### src/design/circle_pair_collision_response_assert.svh
// Assertion macros for the circle pair collision response block.
`ifndef CIRCLE_PAIR_COLLISION_RESPONSE_ASSERT_SVH
`define CIRCLE_PAIR_COLLISION_RESPONSE_ASSERT_SVH
`ifndef ASSERT_OFF
`define CPC_ASSERT_IMP(label, clk, rst_n, ante, cons) \
  label: assert property (@(posedge clk) disable iff (!rst_n) (ante) |-> (cons)) \
    else $error("assertion failed");
`define CPC_ASSERT_NXT(label, clk, rst_n, ante, cons) \
  label: assert property (@(posedge clk) disable iff (!rst_n) (ante) |=> (cons)) \
    else $error("assertion failed");
`else
`define CPC_ASSERT_IMP(label, clk, rst_n, ante, cons)
`define CPC_ASSERT_NXT(label, clk, rst_n, ante, cons)
`endif
`endif

### src/design/cpc_sqrt_stage.sv
// ----------------------------------------------------------------------------
// cpc_sqrt_stage
// One bit of a restoring integer square root as a registered pipeline stage.
// ----------------------------------------------------------------------------
`timescale 1ns / 1ps
module cpc_sqrt_stage #(
  parameter int RootW = 26,
  parameter int PayW  = 8
) (
  input  logic             clk,
  input  logic             en,
  input  logic [2*RootW-1:0] rad,
  input  logic [RootW+1:0] rem,
  input  logic [RootW-1:0] root,
  input  logic [PayW-1:0]  pay,
  output logic [2*RootW-1:0] rad_r,
  output logic [RootW+1:0] rem_r,
  output logic [RootW-1:0] root_r,
  output logic [PayW-1:0]  pay_r
);
  logic [RootW+1:0] cur;
  logic [RootW+1:0] trial;
  logic [RootW+2:0] diff;

  // bring down two bits, trial subtract 4*root+1
  always_comb begin
    cur   = {rem[RootW-1:0], rad[2*RootW-1 -: 2]};
    trial = {root, 2'b01};
    diff  = {1'b0, cur} - {1'b0, trial};
  end

  always_ff @(posedge clk) begin
    if (en) begin
      rad_r  <= {rad[2*RootW-3:0], 2'b00};
      rem_r  <= diff[RootW+2] ? cur : diff[RootW+1:0];
      root_r <= {root[RootW-2:0], !diff[RootW+2]};
      pay_r  <= pay;
    end
  end
endmodule

### config.mk
export PLATFORM = sky130hd
export DESIGN_NAME = cpc_sqrt_stage
export DESIGN_NICKNAME = d
export VERILOG_FILES = /design/src/design/circle_pair_collision_response_assert.svh /design/src/design/cpc_sqrt_stage.sv
export SDC_FILE = /design/constraint.sdc
export NUM_CORES = 1
export LEC_CHECK = 0
export BUFFER_PORTS_ARGS = -buffer_cell sky130_fd_sc_hd__buf_2
export CAP_MARGIN = 20
export CORE_ASPECT_RATIO = 1.2
export CORE_MARGIN = 3
export CORE_UTILIZATION = 43
export DETAILED_ROUTE_END_ITERATION = 10
export PLACE_DENSITY = 0.76
export SYNTH_ARGS = -nofsm -noshare
export SYNTH_HDL_FRONTEND = slang
export SYNTH_SLANG_ARGS = --single-unit
### constraint.sdc
create_clock -name clk -period 3.2 [get_ports clk]
set_clock_uncertainty 0.2 [all_clocks]
set_input_delay 0.48 -clock clk [delete_from_list [all_inputs] [get_ports clk]]
set_output_delay 0.48 -clock clk [all_outputs]
set_load 0.02 [all_outputs]
* Word-level counts from Yosys, hierarchy flattened *
Cells that the tools add are included.

storage, ports and cells
  flip-flop bits (word level) = 112
  input bits = 116
  output and inout port bits = 114

operators by class
  add/sub/neg operators = 1
  mux-type cells = 1
  reduce and logical (&&, ||, !) cells = 1

operator list
  cell              number
  $sub A28 B28 Y29  1
  $mux W28          1
  $logic_not A1 Y1  1

* Longest topological paths before layout *
Gate-level depths: netlist of run 1.

  word-level depth = 2
  depth in mapped cells = 12
  gate-level depth less buffers = 10

* Worst setup path before layout of run 1 *
Ideal clock, no wire load.

  kind = input to register
  start = in root[3]
  end = reg rem_r[20] (data pin)
  arrival = 2616 ps
  data required time = 2740 ps
  slack = 124 ps
  stages on the path = 12
  buffers on the path = 2
  cell sequence = inv_1 > ha_1 > a21o_1 > a2111oi_4 > and2_4 > o311ai_4 > a2bb2oi_2 > nand4_1 > a21oi_2 > buf_6 > buf_12 > mux2_4

between the ends
  longest elaborated chain between the ends = 2

ends and longest elaborated chain
  item                  line                  RTL
  start, declared       cpc_sqrt_stage.sv:14  input logic [RootW-1:0] root,
  $sub A28 B28 Y29      cpc_sqrt_stage.sv:29  diff = {1'b0, cur} - {1'b0, trial};
  $mux W28              cpc_sqrt_stage.sv:35  rem_r <= diff[RootW+2] ? cur : diff[RootW+1:0];
  end signal, assigned  cpc_sqrt_stage.sv:35
  end, declared         cpc_sqrt_stage.sv:17  output logic [RootW+1:0] rem_r,

No other way between the ends.
A chain may end at the register's enable or synchronous reset.

* Final worst setup path of run 1 *
  start = in rem[0]
  end = reg rem_r[27] (data pin)

between the ends
  longest elaborated chain between the ends = 2

ends and longest elaborated chain
  item              line                  RTL
  start, declared   cpc_sqrt_stage.sv:13  input logic [RootW+1:0] rem,
  $sub A28 B28 Y29  cpc_sqrt_stage.sv:29
  $mux W28          cpc_sqrt_stage.sv:35

No other way between the ends.

==> flow_results.org, run 1 <==
** Run status
- The run finished with clean final reports.

** Drt
- For this run, the detailed router's first-pass iteration total came to 4.
- The highest layer touched by signal routing is met4.
- After detailed routing, the number of vias per cell comes to 4.99.
- In the routed design, unresolved DRC markers number 0.
- Total via count in the routed design :: 4030
- After detailed routing, the total wire length is 12900 µm.
- Met2 layer wire length in the routed design :: 6710 µm
- For this block, wires on met1 add up to 4960 µm.
- Dividing the detail-routed wire length by the instance count gives 16.0 µm.
- Initial drt markers :: 253
- The routed design uses 1040 µm of met3 wire.
- Residual antenna-violating net count after detailed routing :: 0

** Global route
- GRT Resource Usage Total :: 18.0%
- The first global-routing pass estimated 19700 µm of wire.
- The via count of the first global-routing pass is 3981.
- Initial antenna violation count :: 0
- The total overflow left after global routing is 0.
- Entering global routing, the biggest net connects 51 pins.

** Logic synthesis
- Most numerous cell in the Yosys netlist :: sky130_fd_sc_hd__edfxtp_1
- Largest cells by area after synthesis :: sky130_fd_sc_hd__edfxtp_1 63%, sky130_fd_sc_hd__ha_1 6.3%, sky130_fd_sc_hd__mux2_2 4.0%, sky130_fd_sc_hd__a21oi_1 2.9%, sky130_fd_sc_hd__inv_1 2.6%
- Cell area after synthesis :: 0.00535 mm²
- Synthesis produced a netlist whose cell count is 383.
- Synth top area share :: 62.9%
- Average size of a mapped cell :: 14.0 µm²
- In this run, synthesis produced a sequential element count of 112.
- EDFF count, synth :: 112
- Sorting the synthesized cells by how often they occur yields 112 x sky130_fd_sc_hd__edfxtp_1, 37 x sky130_fd_sc_hd__inv_1, 31 x sky130_fd_sc_hd__a21oi_1.
- Sequential elements use 62.9% of the synthesized area.
- The largest total area in the synthesized netlist belongs to sky130_fd_sc_hd__edfxtp_1.
- The most used flip-flop cell after synthesis is sky130_fd_sc_hd__edfxtp_1.
- The synthesized netlist contains 44 unique library cells.
- Fraction of synthesis flops using an asynchronous set or reset pin :: 0%
- The Yosys step of the flow raised 0 warnings.

** Layout
- Counting the fill cells in the layout gives 1002.
- The post-route netlist has 46.7% of its cells at a drive strength greater than 1.
- Multi-input combinational cell area :: 0.00180 mm²
- From synthesis to final layout, the design area changed by 33.9%.
- Post-route cell area :: 0.00716 mm²
- Summing all flip-flop and latch instances after layout gives 0.00336 mm².
- Cells fill 59.2% of the core in the end.
- Antenna diode instance count :: 0
- Final #Nets :: 785

** Timing
- Subtracting the final worst setup slack from the clock period gives 3.09 ns.
- Across all hold checks on the routed design, the worst slack comes to 0.0973 ns.
- Static timing analysis puts the maximum clock frequency at 324 MHz.
- Worst max-slew margin expressed relative to the limit :: 60.1%
- Final hold violation count :: 0
- For the pin with the worst max-slew slack, the measured transition is 0.592 ns.
- Number of pins exceeding their max-slew limit in the final report :: 0
- Setup violation total in the final timing report :: 0
- Setup repair after global routing missed its margin :: no
- The worst path uses 96.6% of the clock period.

** Critical path
- The worst setup path is captured at a register.
- Data arrival time at the worst-slack endpoint :: 2.99 ns
- The worst setup path is of the in -> reg kind.
- Type of element launching the critical path :: input port
- Data required time at the worst endpoint :: 3.10 ns
- Largest fanout of any net on the critical path :: 4

** Power and ir drop
- Share of total power consumed by net switching :: 29.0%
- Part of the power in combinational logic :: 24.2%
- The internal portion of the total power is 2.73 mW.
- Seq pwr share :: 47.1%
- The analysis attributes to cell leakage a power of 3.26 nW.
- Power spread over the standard cell area amounts to 536 mW/mm².
- Net load switching power :: 1.11 mW
- Across the VDD grid, the largest voltage drop is 350 µV.
- Of the total power, the clock network draws 28.6%.

** Run
- Max cap viols :: 0

** Clock network
- Clock root buffer :: sky130_fd_sc_hd__clkbuf_16
- After clock tree synthesis, the setup repair step added 0 buffers.
- In this run, post-CTS hold repair placed 0 buffers.
- Clock-pin slew was measured on the worst setup and hold paths at 0.08 ns.
- Buffers inserted during clock tree synthesis total 9.
- The number of gates resized after CTS was 0.
- The clock tree synthesis step divided the H-tree into 3 levels.
- TritonCTS built the clock tree.
- Number of sinks on the clock net :: 112
- Counting along the longest clock path gives a buffer depth of 2.

** Floorplanning
- The region available for standard cell placement spans 0.0121 mm².
- Floorplan row count :: 44
- The floorplan step set the die height to 128 µm.
- The die covers 0.0138 mm².
- In this run the horizontal extent of the chip is 108 µm.
- IO Count :: 230
- Initial cell density of the core :: 44.2%

** Placed design
- At the end of routability-driven placement, the weighted congestion stood at 0.852.
- In this run the tool buffered the top-level ports with 225 buffer cells.
- Detailed placement finished with a half-perimeter wire length of 10100 µm.
- Instance area after placement :: 0.00687 mm²

** Hold path
- Worst Hold Class :: in -> reg
==> routing by layer <==
layer | vias to the layer above | global-route usage (%)
li1 | 1945 | -
met5 | - | 0
met1 | 1891 | 20.4
met4 | 0 | 6.24
met3 | 21 | 5.54
met2 | 173 | 32.1
==> registers in the layout, summed over array words and instances (netlist names) <==
name,cells
pay_r,8
root_r,26
rem_r,28
rad_r,50
==> path summary, 6_finish.rpt <==
path	start	endpoint	slack [ns]	cells past startpoint
hold / removal	rad[1]	rad_r[3]	0.1	1
setup / recovery	rem[0]	rem_r[27]	0.11	11
==> stage by stage <==
step	instances	setup WS (ns)	total power, mW	TNS, ns
global route	808	0.0662	4.02	0
CTS	808	0.172	3.88	0
global placement	792	-0.0924	2.75	-2.12
finish	808	0.109	3.84	0
floorplan	384	0.124	2.42	0
detailed placement	792	-0.198	2.78	-2.82
==> layout by cell type (no fill, tap or decap), types with 15 or more instances in the layout <==
| cell | n |
|---|---|
| sky130_fd_sc_hd__a21oi_1 | 31 |
| sky130_fd_sc_hd__buf_2 | 224 |
| sky130_fd_sc_hd__buf_4 | 28 |
| sky130_fd_sc_hd__edfxtp_1 | 112 |
| sky130_fd_sc_hd__ha_1 | 27 |
| sky130_fd_sc_hd__inv_1 | 37 |
| sky130_fd_sc_hd__mux2_2 | 19 |
| sky130_fd_sc_hd__nand2_1 | 16 |
| sky130_fd_sc_hd__nor2_1 | 15 |
| sky130_fd_sc_hd__xnor2_1 | 15 |
==> worst max-delay path, cell delays in order <==
cell and delay [ns]:
sky130_fd_sc_hd__buf_2 0.11, sky130_fd_sc_hd__ha_1 0.30, sky130_fd_sc_hd__buf_4 0.14, sky130_fd_sc_hd__o21ai_0 0.13, sky130_fd_sc_hd__a211oi_1 0.13, sky130_fd_sc_hd__buf_4 0.17
sky130_fd_sc_hd__o211ai_1 0.31, sky130_fd_sc_hd__a21oi_1 0.18, sky130_fd_sc_hd__o21ai_0 0.53, sky130_fd_sc_hd__o311ai_0 0.21, sky130_fd_sc_hd__mux2_2 0.31
==> cells by family (layout without fill, tap and decap cells) <==
kind of cell	after synthesis	count (layout)	share of synthesized area, %
simple gates	58	58	5.22
flops	112	112	62.9
buf+inv	44	307	3.74
mux	28	28	6.34
xor+xnor	24	24	3.93
fa+ha+maj	27	27	6.31
compound gates	89	89	11.5
other cells	1	2	0.0701
==> cell type report <==
class / count / area share [%]
flip-flops and latches: 112 / 46.9
multi-input cells: 228 / 25.1
repair buffers: 254 / 19.1
clock buffers: 10 / 3.20
well taps: 161 / 2.81
inverters: 37 / 1.94
clock inverters: 6 / 0.873
==> power by group through the flow <==
stage	clock, mW	combinational [mW]	sequential (mW)
2_1_floorplan	0	0.386	2.03
3_3_place_gp	0	0.914	1.84
3_5_place_dp	0	0.933	1.85
4_1_cts	1.13	0.938	1.81
5_1_grt	1.19	1.01	1.83
6_report	1.10	0.931	1.81
No activity file was read; power rests on OpenSTA's default activity.
==> run 2, diff against run 1 <==
--- a/config.mk
+++ b/config.mk
@@ -9,9 +9,9 @@
 export CAP_MARGIN = 20
 export CORE_ASPECT_RATIO = 1.2
 export CORE_MARGIN = 3
-export CORE_UTILIZATION = 43
+export CORE_UTILIZATION = 35
 export DETAILED_ROUTE_END_ITERATION = 10
-export PLACE_DENSITY = 0.76
+export PLACE_DENSITY = 0.64
 export SYNTH_ARGS = -nofsm -noshare
 export SYNTH_HDL_FRONTEND = slang
 export SYNTH_SLANG_ARGS = --single-unit
==> constraint.sdc (replaced) <==
create_clock -name clk -period 3.2 [get_ports clk]
set_clock_uncertainty 0.2 [all_clocks]
set_input_delay 0 -clock clk [delete_from_list [all_inputs] [get_ports clk]]
set_output_delay 0 -clock clk [all_outputs]
set_load 0.02 [all_outputs]
==> run 2 against run 1 <==
Net effect: clock power hardly changed; largest cell class unchanged; setup slack better by 0.0041 ns; cell count increased by 16%; wire length grew 17%; combinational power is 11% higher; flip-flop and latch count did not move; via count is 9.8% higher; power up 2.9%; utilization down 3.1 points; highest routed layer unchanged.
==> flow_results.org, run 2 (same netlist as run 1, synthesis figures left out) <==
** Run status
- Result of the run :: completed

** Placed design
- Post-DP HPWL :: 10200 µm (+1.2%)
- The routability congestion estimate from global placement is 0.784 (-8.0%).
- Number of buffer cells added on primary ports :: 225 (unchanged)

** Power and ir drop
- The total power was 3.96 mW (+2.9%).
- Cell Pwr Density :: 481 mW/mm² (-10%)
- Maximum vdd drop :: 225 µV (-36%)
- The leakage dissipation was 3.62 nW (+11%).

** Drt
- Number of search-and-repair iterations in the first detailed-routing pass :: 6 (+2)
- The final antenna-violating net count is 0 (unchanged).
- Total via count in the routed design :: 4425 (+9.8%)
- Initial drt markers :: 288 (+14%)
- Ratio of routed vias to standard cells :: 4.73 (-5.2%)
- The wire length per cell after detailed routing is 16.2 µm (+1.2%).
- The number of design rule violations left after detail routing came to 0 (unchanged).
- Detailed Route WL :: 15100 µm (+17%)

** Global route
- Congestion Overflow GR :: 0 (unchanged)
- The overall routing resource usage was 18.1% (+0.073 points).
- Largest net degree at the start of global routing :: 72 (+41%)
- Vias in the first global route :: 4513 (+13%)
- Initial antenna violation count :: 0 (unchanged)
- The wire length of the first global-routing pass is 24000 µm (+21%).

** Critical path
- Data arrival time at the worst-slack endpoint :: 2.99 ns (about the same)
- Critical path depth in cells :: 12 (+1)
- The critical path ends at rem_r[24].
- Critical path, cell by cell :: dlygate4sd3_1 > buf_2 > ha_1 > a21o_1 > a21o_1 > a21o_1 > a21oi_1 > nor2_1 > a2111oi_1 > a21oi_4 > buf_12 > mux2_4
- In this run the worst setup path begins at rem[19].
- The maximum fanout along the worst path is 11 (+7).
- STA classifies the critical path endpoint as a register.
- The buffer and inverter count on the worst path was 3 (unchanged).
- Data required time at the worst endpoint :: 3.11 ns (about the same)
- Slowest library cell on the worst path :: sky130_fd_sc_hd__dlygate4sd3_1
- The highest cell delay on the worst timing path was 0.55 ns (+0.02 ns).
- Top cell family by delay on the critical path :: compound AO/OA/AOI/OAI gates
- Type of element launching the critical path :: input port
- By instance count, the cell type seen most on the critical path is sky130_fd_sc_hd__a21o_1.
- Class of the most critical setup path :: in -> reg

** Floorplanning
- Die W :: 119 µm (+10%)
- Floorplan die height :: 141 µm (+10%)
- Initial cell density of the core :: 36.5% (-7.7 points)
- Floorplan row count :: 48 (+9.1%)
- IO Count :: 230 (unchanged)
- Total Die Area :: 0.0168 mm² (+22%)
- The area of the core region is 0.0147 mm² (+21%).

** Clock network
- The clock slew at the register clock pins of the worst setup and hold paths came to 0.07 ns (about the same).
- The number of sinks on the clock net is 112 (unchanged).
- The cell sitting at the root of the clock tree is a sky130_fd_sc_hd__clkbuf_16.
- TritonCTS built the clock tree.
- The level count of the clock H-tree is 3 (unchanged).
- The TritonCTS buffer count was 9 (unchanged).
- The number of buffers on the longest clock path is 2 (unchanged).

** Timing
- Final hold violation count :: 0 (unchanged)
- Min Tclk post-route :: 3.09 ns (-0.00407 ns)
- The final-layout worst hold slack came to 0.151 ns (+0.0534 ns).
- The final-report setup violation count is 0 (unchanged).
- Final period utilization :: 96.5% (-0.13 points)
- The number of pins exceeding their max-slew limit in the final report came to 0 (unchanged).
- Worst max-slew margin expressed relative to the limit :: 59.5% (-0.62 points)
- Measured slew at the worst slew-check pin :: 0.606 ns (+0.0141 ns)
- Max frequency :: 324 MHz (+0.13%)
- Setup repair after global routing could not meet its margin everywhere.

** Layout
- The area of the multi-input gates is 0.00184 mm² (+2.3%).
- The number of antenna diodes came to 0 (unchanged).
- Leading cell type in the layout, fill and taps excluded :: sky130_fd_sc_hd__buf_2
- From synthesis to final layout, the design area changed by 53.6%.
- Top flop regs :: rad_r: 50 flops, rem_r: 28 flops, root_r: 26 flops
- Largest Register :: rad_r
- The sequential standard cell area was 0.00336 mm² (unchanged).
- Final #Nets :: 874 (+11%)
- Leaving out fill and tap cells, the most frequent cells in the layout are 224 x sky130_fd_sc_hd__buf_2, 112 x sky130_fd_sc_hd__dlygate4sd3_1, 112 x sky130_fd_sc_hd__edfxtp_1.
- The number of fill cells in the layout was 1236 (+23%).
- Proportion of layout cells with a drive suffix above 1 :: 38.3% (-8.4 points)
- Number of flip-flops under the largest register name :: 50 (unchanged)

** Run
- The count of max-cap constraint violations was 0 (unchanged).

** Hold path
- Worst Hold Class :: in -> reg
## run 2: cell count changes in the layout (fill, tap and decap cells not counted)
| cell | change |
|---|---|
| sky130_fd_sc_hd__a211oi_1 | -1 |
| sky130_fd_sc_hd__a211oi_2 | +1 |
| sky130_fd_sc_hd__a2bb2oi_2 | -1 |
| sky130_fd_sc_hd__a2bb2oi_4 | +1 |
| sky130_fd_sc_hd__buf_12 | +1 |
| sky130_fd_sc_hd__buf_4 | -24 |
| sky130_fd_sc_hd__clkbuf_1 | -1 |
| sky130_fd_sc_hd__clkinv_1 | +1 |
| sky130_fd_sc_hd__clkinv_4 | +1 |
| sky130_fd_sc_hd__dlygate4sd3_1 | +112 |
| sky130_fd_sc_hd__ha_1 | -2 |
| sky130_fd_sc_hd__ha_4 | +2 |
| sky130_fd_sc_hd__inv_6 | -1 |
## run 2: cell type report
class | count | share of cell area (%)
Clock buffer | 9 | 2.74
Sequential cell | 112 | 40.9
Tap cell | 200 | 3.05
Timing Repair Buffer | 343 | 28.4
Inverter | 37 | 1.69
Multi-Input combinational cell | 228 | 22.4
Clock inverter | 7 | 0.807
## run 2: metal layers
layer	GRT usage, %	vias up	wire length (µm)
met3	5.34	23	1070
met2	32.6	200	7810
met4	7.75	0	393
met5	0	-	0
met1	19.9	2065	5870
li1	-	2137	-
## run 2: per-stage QoR
| step | TNS, ns | setup slack (ns) | area, µm² | instances | util (%) |
|---|---|---|---|---|---|
| 6_report | 0 | 0.113 | 8220 | 936 | 56.1 |
| 5_1_grt | -0.000486 | -0.000486 | 8220 | 936 | 56.1 |
| 4_1_cts | 0 | 0.0386 | 8150 | 933 | 55.6 |
| 3_5_place_dp | 0 | 0.201 | 6740 | 805 | 46.0 |
| 3_3_place_gp | 0 | 0.223 | 6740 | 805 | 46.0 |
| 2_1_floorplan | 0 | 0.604 | 5350 | 384 | - |
## run 2: worst min path at each step
stage                     slack, ns  cells past startpoint  startpoint         to
after CTS                      0.13                      2     rad[40]  rad_r[42]
after detailed placement      -0.02                      1     rad[40]  rad_r[42]
after global placement        -0.02                      1     rad[10]  rad_r[12]
after floorplan               -0.10                      0      pay[0]   pay_r[0]
final                          0.15                      2     rad[14]  rad_r[16]
after global routing           0.14                      2     rad[14]  rad_r[16]
## run 2: what timing repair did
action | 4_1_cts | 5_1_grt
endpoints found under the setup margin | 0 | 26
buffers inserted | 0 | 3
resized for setup | 0 | 4
hold endpoints to repair | 152 | 0
hold buffers | 112 | 0
## run 2: power by group
part	leakage [nW]	internal, mW	switching [mW]
registers	1.10	1.78	0.0368
logic	2.39	0.469	0.557
clock network	0.142	0.546	0.567
total	3.62	2.79	1.16
