==> config.mk <==
export PLATFORM = sky130hd
export DESIGN_NAME = cpc_div_stage
export DESIGN_NICKNAME = d
export VERILOG_FILES = /design/src/design/circle_pair_collision_response_assert.svh /design/src/design/cpc_div_stage.sv
export SDC_FILE = /design/constraint.sdc
export NUM_CORES = 1
export LEC_CHECK = 0
export ABC_AREA = 1
export ABC_CLOCK_PERIOD_IN_PS = 2300
export BUFFER_PORTS_ARGS = -buffer_cell sky130_fd_sc_hd__clkbuf_2
export CAP_MARGIN = 20
export CORE_AREA = 5 5 144 146
export DETAILED_ROUTE_END_ITERATION = 8
export DIE_AREA = 0 0 149 151
export HOLD_SLACK_MARGIN = 0.08
export PLACE_DENSITY_LB_ADDON = 0.12
export SYNTH_ARGS = -nofsm -noshare
export SYNTH_HDL_FRONTEND = slang
export SYNTH_SLANG_ARGS = --single-unit
==> constraint.sdc <==
create_clock -name clk -period 2.3 [get_ports clk]
set_input_delay 0.23 -clock clk [delete_from_list [all_inputs] [get_ports clk]]
set_output_delay 0.23 -clock clk [all_outputs]
set_load 0.02 [all_outputs]
==> src/design/circle_pair_collision_response_assert.svh <==
// Assertion macros for the circle pair collision response block.
`ifndef CIRCLE_PAIR_COLLISION_RESPONSE_ASSERT_SVH
`define CIRCLE_PAIR_COLLISION_RESPONSE_ASSERT_SVH
`ifndef ASSERT_OFF
`define CPC_ASSERT_IMP(label, clk, rst_n, ante, cons) \
  label: assert property (@(posedge clk) disable iff (!rst_n) (ante) |-> (cons)) \
    else $error("assertion failed");
`define CPC_ASSERT_NXT(label, clk, rst_n, ante, cons) \
  label: assert property (@(posedge clk) disable iff (!rst_n) (ante) |=> (cons)) \
    else $error("assertion failed");
`else
`define CPC_ASSERT_IMP(label, clk, rst_n, ante, cons)
`define CPC_ASSERT_NXT(label, clk, rst_n, ante, cons)
`endif
`endif

==> src/design/cpc_div_stage.sv <==
// ----------------------------------------------------------------------------
// cpc_div_stage
// One radix-2 restoring division step as a registered pipeline stage.
// ----------------------------------------------------------------------------
`timescale 1ns / 1ps
module cpc_div_stage #(
  parameter int NumW = 48,
  parameter int DenW = 25,
  parameter int PayW = 8
) (
  input  logic            clk,
  input  logic            en,
  input  logic [NumW-1:0] num,
  input  logic [DenW-1:0] den,
  input  logic [DenW:0]   rem,
  input  logic [NumW-1:0] quo,
  input  logic [PayW-1:0] pay,
  output logic [NumW-1:0] num_r,
  output logic [DenW-1:0] den_r,
  output logic [DenW:0]   rem_r,
  output logic [NumW-1:0] quo_r,
  output logic [PayW-1:0] pay_r
);
  logic [DenW+1:0] shifted;
  logic [DenW+1:0] diff;
  logic            take;

  // shift in the next numerator bit and try a subtract
  always_comb begin
    shifted = {rem, num[NumW-1]};
    diff    = shifted - {2'b00, den};
    take    = !diff[DenW+1];
  end

  always_ff @(posedge clk) begin
    if (en) begin
      num_r <= {num[NumW-2:0], 1'b0};
      den_r <= den;
      rem_r <= take ? diff[DenW:0] : shifted[DenW:0];
      quo_r <= {quo[NumW-2:0], take};
      pay_r <= pay;
    end
  end
endmodule

# Word-level counts from Yosys, hierarchy flattened
# Cells that the tools add are included.
# Widths: inputs -> output; s select.
# word_totals
output_inout_bits	155
input_bits	157
word_cells	8
ff_bits	154
# classes
muxes	1
addsub	1
reduce_logical	1
# ops
op	count
$sub 27x25->27	1
$mux 26	1
$logic_not 1->1	1

# Depth between registers and ports, before layout
# Gate-level depths: netlist of the first run.
# logic_depth
depth_word	2
ltp_mapped	15
depth_no_buf	14

# Least setup slack after synthesis of the first run
# No wires, ideal clock.
# synth_timing
path_kind	input to register
from	in num[47]
to	reg rem_r[16], data pin
setup_slack_ns	0.349
cell_stages	11
n_path_buf	1
setup_ns	0.252
t_arrival_ns	1.699
path_cell_list	inv_1 -> ha_1 -> fa_1 -> nand3b_1 -> nand3_2 -> nand3_4 -> nand2_2 -> nand2_4 -> buf_4 -> nand3_1 -> nand2_1
# synth_via
elab_chain_cells	2
# synth_lines
element	line	source
from (decl)	cpc_div_stage.sv:13	input logic [NumW-1:0] num,
$sub 27x25->27	cpc_div_stage.sv:31	diff = shifted - {2'b00, den};
$mux 26	cpc_div_stage.sv:39	rem_r <= take ? diff[DenW:0] : shifted[DenW:0];
to (signal assigned)	cpc_div_stage.sv:39	
to (decl)	cpc_div_stage.sv:20	output logic [DenW:0] rem_r,
# Every way passes these cells.
# A chain may end at the register's enable or synchronous reset.

# Worst setup path in the final report of the first run
# layout_timing
from	in den[1]
to	reg rem_r[20], data pin
# layout_via
elab_chain_cells	2
# layout_lines
element	line	source
from (decl)	cpc_div_stage.sv:14	input logic [DenW-1:0] den,
$sub 27x25->27	cpc_div_stage.sv:31	
$mux 26	cpc_div_stage.sv:39	
# Every way passes these cells.

==> reports/summary.md, run 1 <==
The number of buffer cells added on primary ports came out at 309. Max-cap violations in this run came to 0. After routing, the total negative slack on setup checks comes to 0 ps.

When the netlist entered floorplanning its net count stood at 862. The floorplan has 51 rows. The clock net in this run drives a total of 154 sinks. Largest area contributor in the netlist: sky130_fd_sc_hd__edfxtp_1.

The logs give 0.881 for the final weighted congestion in routability-driven placement and 2 for the number of antenna violations at the first check in global routing. Final routed wire length divided by cell count: 17.1 microns. After global routing the overflow that remains totals 0. For the endpoint arrival time on the critical path, the log shows 2380 ps. Cell with the largest stage delay on the worst path: sky130_fd_sc_hd__dlygate4sd3_1.

The number of global-route vias before repair is 6446. The final count of pins violating max slew was 0. The count of unique library cells instantiated by Yosys is 31, and the die span in y is 151 microns. TritonCTS built the clock tree. The layout has 1670 filler cells. After synthesis the netlist holds a flip-flop and latch count of 154.

The number of routed nets with antenna violations is 0. For the first-pass GRT wire length, the log shows 35.8 mm. For the worst setup path, the data required time is 2480 ps. The mean instance size in the synthesized netlist is 10.5 sq um. Based on the critical path, the design can be clocked at up to 455 MHz. After clock tree synthesis, the clock-pin slew on the worst setup and hold paths is 70 ps. The mean number of vias per cell is 4.45, and the detailed-router iteration count before antenna repair is 4. Dominant cell type by count on the critical path: sky130_fd_sc_hd__nand2_1. The primary flip-flop cell chosen by synthesis mapping was sky130_fd_sc_hd__edfxtp_1. After layout, the worst path uses 95.6% of the clock period. The final count of hold timing violations was 0.

The worst hold path cell count was 3. The estimated wirelength of the detail-placed design is 17.9 mm, and the horizontal extent of the die is 149 microns. Leading cell type by number of instances after synthesis: sky130_fd_sc_hd__nand2_1.

The initial utilization of the core area, before any placement, comes to 37.0%. Power spread over the standard cell area amounts to 689 nW/um^2. Master cell of the clock root buffer: sky130_fd_sc_hd__clkbuf_16. The run finished with clean final reports.

The share of the synthesized area in the top cell type is 64.8%. For the final setup violation count, the log shows 0. The worst-case clock buffer depth came out at 2.

The fraction of the yosys area taken by sequential cells came out at 64.8%. Across the VDD grid, the largest voltage drop is 511 uV. The commonest cells after synthesis are sky130_fd_sc_hd__nand2_1, sky130_fd_sc_hd__edfxtp_1, sky130_fd_sc_hd__inv_1. The tools report the start point of the worst hold path as rem[17].

The fraction of registers with async set/reset works out to 0%. The final layout contains 1353 nets. Biggest cell delay along the critical path: 540 ps.

In this run the worst setup path begins at den[1]. STA classifies the critical path endpoint as a flip-flop. The count of boundary I/O pins was 312; the global-route usage over all layers was 20.9%. The region available for standard cell placement spans 19300 sq um. The synthesized design contains 154 enable-type register cells. The logs give 0 for the DRC violation count after routing and 60.2% for the end-of-flow core utilization.

The number of DRC violations after detailed-routing iteration 0 came out at 335. Along the worst path, the maximum fanout reaches 3. Kind of critical path: primary input to flip-flop. Entering global routing, the biggest net connects 38 pins. The die covers 22500 sq um.

The signal on the critical path passes through dlygate4sd3_1 > clkbuf_2 > fa_2 > o21ai_2 > nand2_1 > buf_4 > nor2_1 > nand2_1 > nand4_1 > nand2_1 > nand2_2 > nand2_1. The cell count after synthesis came out at 679. The total wirelength of the detailed-routed design came out at 24.7 mm. The leakage component of the power is 5.60 nW, and the clock buffer count from CTS is 17.

For the overall via count from detail_route, the log shows 6453. Yosys warning count: 0. Ranked by total cell area, the synthesized netlist is headed by sky130_fd_sc_hd__edfxtp_1, sky130_fd_sc_hd__nand2_1, sky130_fd_sc_hd__inv_1, sky130_fd_sc_hd__ha_1, sky130_fd_sc_hd__nand3_1. The mapped netlist covers 7140 sq um. In this run the worst hold path is classified as primary input to flip-flop.

The clock period minus final worst setup slack was 2200 ps; the layout overhead on the synthesized area was 62.7%. The design draws 7.99 mW. The H-tree generated during clock tree synthesis spans 4 levels. The worst setup path is launched from a primary input. The fraction of final layout cells sized beyond drive strength 1 works out to 38.5%.
area by class of cell:
class	instances	area (sq um)	area share (%)
Inverter	118	443	3.82
Clock buffer	17	425	3.66
Antenna cell	4	10.0	0.0862
Timing Repair Buffer	479	3270	28.2
Tap cell	265	332	2.86
Sequential cell	154	4620	39.8
Clock inverter	14	128	1.10
Multi-Input combinational cell	400	2370	20.4
metal layers:
| layer | global-route usage, % | vias up | share of wire [%] |
|---|---|---|---|
| met4 | 6.04 | 0 | 2.3 |
| met2 | 39.2 | 205 | 54 |
| li1 | - | 3220 | - |
| met5 | 0 | - | 0 |
| met3 | 5.39 | 34 | 6.5 |
| met1 | 23.2 | 2994 | 38 |
sequential cells by signal, indices dropped and copies added, names as in the netlist:
| register | count |
|---|---|
| quo_r | 48 |
| den_r | 25 |
| rem_r | 26 |
| num_r | 47 |
| pay_r | 8 |
what timing repair did:
item / 4_1_cts / 5_1_grt
endpoints found under the hold margin: 127 / 0
hold buffers: 127 / 0
buffers inserted: 0 / 6
resized for setup: 0 / 78
endpoints found under the setup margin: 0 / 27
critical path, delay by kind of cell:
family,cells,cell delay [ps]
adder cells (fa/ha/maj),1,430
AND/OR/NAND/NOR,7,710
AO/OA/AOI/OAI,1,180
buffers and inverters,3,840
metrics by stage:
step                instances  hold slack (ps)  worst slack (ps)  instance area [sq um]
finish                   1451              129               101                  11600
global placement         1283              407             -36.2                   9310
detailed placement       1283              409             -54.1                   9310
floorplan                 679              329               349                   7140
CTS                      1441              113              20.8                  11100
global route             1449              126             -21.9                  11600
cell usage in the layout, fill, tap and decap left out, types with 2 or more instances in the layout:
cell / n
sky130_fd_sc_hd__nand4_1: 8
sky130_fd_sc_hd__nand3_2: 2
sky130_fd_sc_hd__ha_1: 9
sky130_fd_sc_hd__nand3_1: 59
sky130_fd_sc_hd__dlygate4sd3_1: 127
sky130_fd_sc_hd__nand2_8: 3
sky130_fd_sc_hd__clkinvlp_4: 4
sky130_fd_sc_hd__nor3_1: 2
sky130_fd_sc_hd__xor2_1: 7
sky130_fd_sc_hd__o21ai_2: 2
sky130_fd_sc_hd__a21oi_2: 2
sky130_fd_sc_hd__nor2_1: 27
sky130_fd_sc_hd__nand2_2: 17
sky130_fd_sc_hd__and2_1: 2
sky130_fd_sc_hd__xnor2_1: 3
sky130_fd_sc_hd__nand2_1: 204
sky130_fd_sc_hd__ha_4: 15
sky130_fd_sc_hd__buf_4: 37
sky130_fd_sc_hd__inv_2: 8
sky130_fd_sc_hd__o21bai_1: 3
sky130_fd_sc_hd__nor2_4: 2
sky130_fd_sc_hd__inv_6: 4
sky130_fd_sc_hd__nand2_4: 4
sky130_fd_sc_hd__clkbuf_16: 19
sky130_fd_sc_hd__nor2_2: 8
sky130_fd_sc_hd__nand3b_1: 2
sky130_fd_sc_hd__buf_12: 6
sky130_fd_sc_hd__inv_8: 4
sky130_fd_sc_hd__clkinv_4: 2
sky130_fd_sc_hd__clkbuf_2: 304
sky130_fd_sc_hd__a21oi_1: 8
sky130_fd_sc_hd__inv_1: 110
sky130_fd_sc_hd__diode_2: 4
sky130_fd_sc_hd__edfxtp_1: 154
sky130_fd_sc_hd__buf_6: 3
sky130_fd_sc_hd__nand3_4: 3
report_power, final:
part           internal (mW)  switching [mW]  total (mW)
Combinational          0.777            1.11        1.89
Sequential              3.38          0.0633        3.44
Clock                   1.42            1.24        2.66
final timing paths:
check	end	slack (ps)
worst min-delay path	rem_r[18]$_DFFE_PP_	130
worst max-delay path	rem_r[20]$_DFFE_PP_	100
cell families after synthesis:
| kind of cell | count (synthesis) | share of synthesized area [%] |
|---|---|---|
| xor gates and xnor gates | 10 | 1.23 |
| other | 1 | 0.0525 |
| and+or+nand+nor | 345 | 20.8 |
| buffers and inverters | 126 | 7.05 |
| AOI/OAI and AO/OA | 17 | 1.46 |
| DFF | 154 | 64.8 |
| adders and majority gates | 26 | 4.66 |
No activity file was read; power rests on OpenSTA's default activity.
==> run 2, diff against run 1 <==
--- a/config.mk
+++ b/config.mk
@@ -5,13 +5,12 @@
 export SDC_FILE = /design/constraint.sdc
 export NUM_CORES = 1
 export LEC_CHECK = 0
-export ABC_AREA = 1
 export ABC_CLOCK_PERIOD_IN_PS = 2300
 export BUFFER_PORTS_ARGS = -buffer_cell sky130_fd_sc_hd__clkbuf_2
 export CAP_MARGIN = 20
-export CORE_AREA = 5 5 144 146
+export CORE_AREA = 5 5 137 139
 export DETAILED_ROUTE_END_ITERATION = 8
-export DIE_AREA = 0 0 149 151
+export DIE_AREA = 0 0 142 144
 export HOLD_SLACK_MARGIN = 0.08
 export PLACE_DENSITY_LB_ADDON = 0.12
 export SYNTH_ARGS = -nofsm -noshare
==> run 2 against run 1 <==
  * The flow now finishes with violations (negative setup slack)
  * Synthesized area decreased by 9.6%
  * Total power decreased by 0.63%
  * Core utilization increased by 2.3 points
  * Final cell count decreased by 18%
  * Critical endpoint is now rem_r[10]$_DFFE_PP_
  * Largest power group unchanged
==> reports/summary.md, run 2 <==
The number of global-route vias before repair came out at 5737. The logs give 14.8 mm for the estimated wirelength of the detail-placed design and 49 for the count of unique library cells instantiated by Yosys. Final count of pins violating max slew: 0. The worst hold path begins at den[10]. Per report_power, the clock group accounts for 33.4% of the total. In this run, synthesis produced a sequential element count of 154. The worst setup path endpoint was rem_r[10]$_DFFE_PP_. The tools report the startpoint of the most critical setup path as num[47]. The congestion estimate from routability-driven global placement came to 0.842. Setup repair after global routing could not meet its margin everywhere. The area growth from synthesis to layout is 69.9%. The logs give 1 for the number of antenna violations at the first check in global routing and 2600 ps for the endpoint arrival time on the critical path. The min-delay analysis places its worst path in the category primary input to flip-flop. The initial utilization of the core area, before any placement, comes to 36.8%.

By area the synthesized netlist is led by sky130_fd_sc_hd__edfxtp_1, sky130_fd_sc_hd__ha_1, sky130_fd_sc_hd__mux2_2, sky130_fd_sc_hd__a21oi_1, sky130_fd_sc_hd__inv_1. The commonest non-fill, non-tap cell in the layout is sky130_fd_sc_hd__clkbuf_2. 312 I/O pins were placed. Entering global routing, the biggest net connects 52 pins.

Measured along the y axis, the die boundary spans 144 microns. The final reports fail on negative setup slack. The fraction of the cycle the final worst path needs was 105%. The Yosys warning count was 0; the worst slack after detailed placement was -726 ps.

Global routing used 20.0% of the available tracks across all layers. Using the TritonRoute via totals, the vias-per-cell ratio works out to 4.60. The mean instance size in the synthesized netlist was 15.6 sq um. The number of cells in the design after placement is 1020.

The first routing iteration left 236 violations. Derived from the worst setup path, the maximum achievable clock frequency is 413 MHz. Cell internal power was estimated by the tool at 5.69 mW. TritonCTS built the clock tree.

In this run the horizontal extent of the chip is 142 microns. The number of flip-flops in the largest register was 48; the first-pass GRT wire length was 31.4 mm. The largest registers in the layout are quo_r x48, num_r x47, rem_r x26. The repair_antennas step left the layout with diodes totalling 0.

The power density relative to cell area works out to 725 nW/um^2. During placement, the flow inserted port buffers numbering 309. Clock-pin slew was measured on the worst setup and hold paths at 70 ps.

The critical path is of the primary input to flip-flop type. STA classifies the critical path startpoint as a primary input. Counting flops with a built-in enable in the synthesized netlist gives 154. The H-tree generated during clock tree synthesis spans 4 levels. For this block, the via count after detailed routing is 5459. The net count after synthesis came out at 597. For the finished layout, the period the worst path requires is 2420 ps.

Summed over all nets, the switching power comes to 2.26 mW. The cell area that synthesis handed to floorplanning was 6450 sq um. Detailed routing placed a total of 1.43 mm of wire on met3. The flow ran to the end, but the final reports show violations. After synthesis, the largest area contributor takes up 71.7% of total cell area. The logs give -122 ps for the final worst-path setup slack and 17500 sq um for the area of the core. The DRC violation count after routing is 0, and the proportion of total power due to net switching is 28.4%. sky130_fd_sc_hd__edfxtp_1 is the most common cell in the netlist.

After detailed routing, the total wire length is 20.7 mm. Sorting the synthesized cells by how often they occur yields sky130_fd_sc_hd__edfxtp_1, sky130_fd_sc_hd__inv_1, sky130_fd_sc_hd__a21oi_1. For this run, asynchronously set or reset flops after synthesis account for 0%. Leaving out filler cells and counting taps, the final layout contains 1186.

Required time at the worst-slack endpoint: 2470 ps. The worst-case clock buffer depth was 2. At the end of the flow, the number of nets in the layout was 1128. The run gives 5.03 nW as the leakage component of the power.

The tools report the clock buffer count from CTS as 17. The floorplan has 49 rows. The number of routed nets with antenna violations was 0; the fraction of final layout cells sized beyond drive strength 1 was 48.5%. The final setup violation count was 24; the max-cap check violation count was 0. The detailed-router iteration count before antenna repair was 4; the detailed route wirelength on metal2 was 10.8 mm. At the end of the flow the core is filled with cells to 62.5%. The tools report the share of total power in combinational logic as 23.0%. The final routed wire length divided by cell count came out at 17.4 microns. The logs give 414 for the count of mapped cells out of synthesis and 0 for the total global routing overflow. The run gives 501 uV as the maximum vdd ir drop.

The clock net in this run drives a total of 154 sinks. Sequential cells burn 43.6% of the power. STA classifies the critical path endpoint as a flip-flop.

The area enclosed by the die boundary came out at 20400 sq um. For the met1 layer wirelength in the final routing, the log shows 7.82 mm. The uppermost signal routing layer after detailed routing was met5.

The tree is rooted in a sky130_fd_sc_hd__clkbuf_16. The biggest fanout along the worst timing path is 7. Largest area contributor in the netlist: sky130_fd_sc_hd__edfxtp_1.

The final count of hold timing violations was 0. In the synthesized netlist the dominant register cell turns out to be sky130_fd_sc_hd__edfxtp_1. The register with the most flip-flops is quo_r. The top cell types in the final layout, fill and taps aside, are sky130_fd_sc_hd__clkbuf_2, sky130_fd_sc_hd__edfxtp_1, sky130_fd_sc_hd__dlygate4sd3_1, sky130_fd_sc_hd__buf_4, sky130_fd_sc_hd__inv_1. The share of the Yosys chip area taken by registers is 71.7%.
run 2: worst min-delay path by stage:
stage                                     end  cells after the start  slack [ps]
final                     den_r[10]$_DFFE_PP_                      2         120
after floorplan            den_r[0]$_DFFE_PP_                      0         330
after global routing      den_r[10]$_DFFE_PP_                      2         100
after detailed placement  num_r[47]$_DFFE_PP_                      1         410
after CTS                 den_r[10]$_DFFE_PP_                      2         100
after global placement     num_r[5]$_DFFE_PP_                      1         410
run 2: logic make-up (layout without fill, tap and decap cells):
| kind of cell | after synthesis | after routing | share of synthesized area (%) |
|---|---|---|---|
| xor+xnor | 20 | 20 | 2.71 |
| buf+inv | 46 | 589 | 3.18 |
| other cells | 1 | 1 | 0.0581 |
| flops | 154 | 154 | 71.7 |
| mux | 25 | 25 | 4.38 |
| simple gates | 72 | 72 | 5.58 |
| fa+ha+maj | 26 | 26 | 5.16 |
| compound gates | 70 | 70 | 7.25 |
run 2: metrics by stage:
| stage | hold WS [ps] | setup TNS [ps] | power, mW | cell area [sq um] |
|---|---|---|---|---|
| after detailed placement | 409 | -17720 | 5.06 | 8920 |
| after global routing | 101 | -5360 | 8.30 | 11000 |
| after floorplan | 329 | -7050 | 4.33 | 6500 |
| after CTS | 98.3 | -1830 | 7.98 | 10900 |
| after global placement | 408 | -16830 | 5.04 | 8920 |
| final | 119 | -1950 | 7.94 | 11000 |
run 2: layout make-up:
class,count,area [sq um]
clock inverter,14,133
tap,229,287
inverter,32,133
fill,1401,6570
sequential,154,4620
timing repair buffer,526,3630
multi-input combinational,214,1730
clock buffer,17,425
run 2: timing repair:
item / 4_1_cts / 5_1_grt
setup endpoints to repair: 26 / 27
resized for setup: 21 / 12
cloned: 1 / 0
hold buffers: 126 / 0
pin swaps: 6 / 0
endpoints found under the hold margin: 126 / 0
buffers inserted: 6 / 2
run 2: power by group through the flow:
stage / Sequential [mW] / Combinational [mW] / Clock [mW]
6_report: 3.46 / 1.83 / 2.66
5_1_grt: 3.48 / 1.97 / 2.85
4_1_cts: 3.46 / 1.80 / 2.72
3_5_place_dp: 3.52 / 1.54 / 0
3_3_place_gp: 3.52 / 1.52 / 0
2_1_floorplan: 3.85 / 0.471 / 0
run 2: critical path: stages:
cell	delay [ps]
sky130_fd_sc_hd__clkbuf_16	120
sky130_fd_sc_hd__inv_12	30
sky130_fd_sc_hd__ha_4	150
sky130_fd_sc_hd__fa_2	340
sky130_fd_sc_hd__nand2b_4	160
sky130_fd_sc_hd__a21oi_4	130
sky130_fd_sc_hd__o2111ai_2	160
sky130_fd_sc_hd__a211o_1	330
sky130_fd_sc_hd__nand4_1	90
sky130_fd_sc_hd__nor3b_4	200
sky130_fd_sc_hd__buf_6	130
sky130_fd_sc_hd__buf_12	110
sky130_fd_sc_hd__buf_12	130
sky130_fd_sc_hd__mux2_4	290
run 2: layer usage:
layer | track usage (%) | vias up
met5 | 0 | -
met3 | 5.22 | 33
li1 | - | 2622
met2 | 36.2 | 217
met4 | 7.88 | 2
met1 | 22.4 | 2585
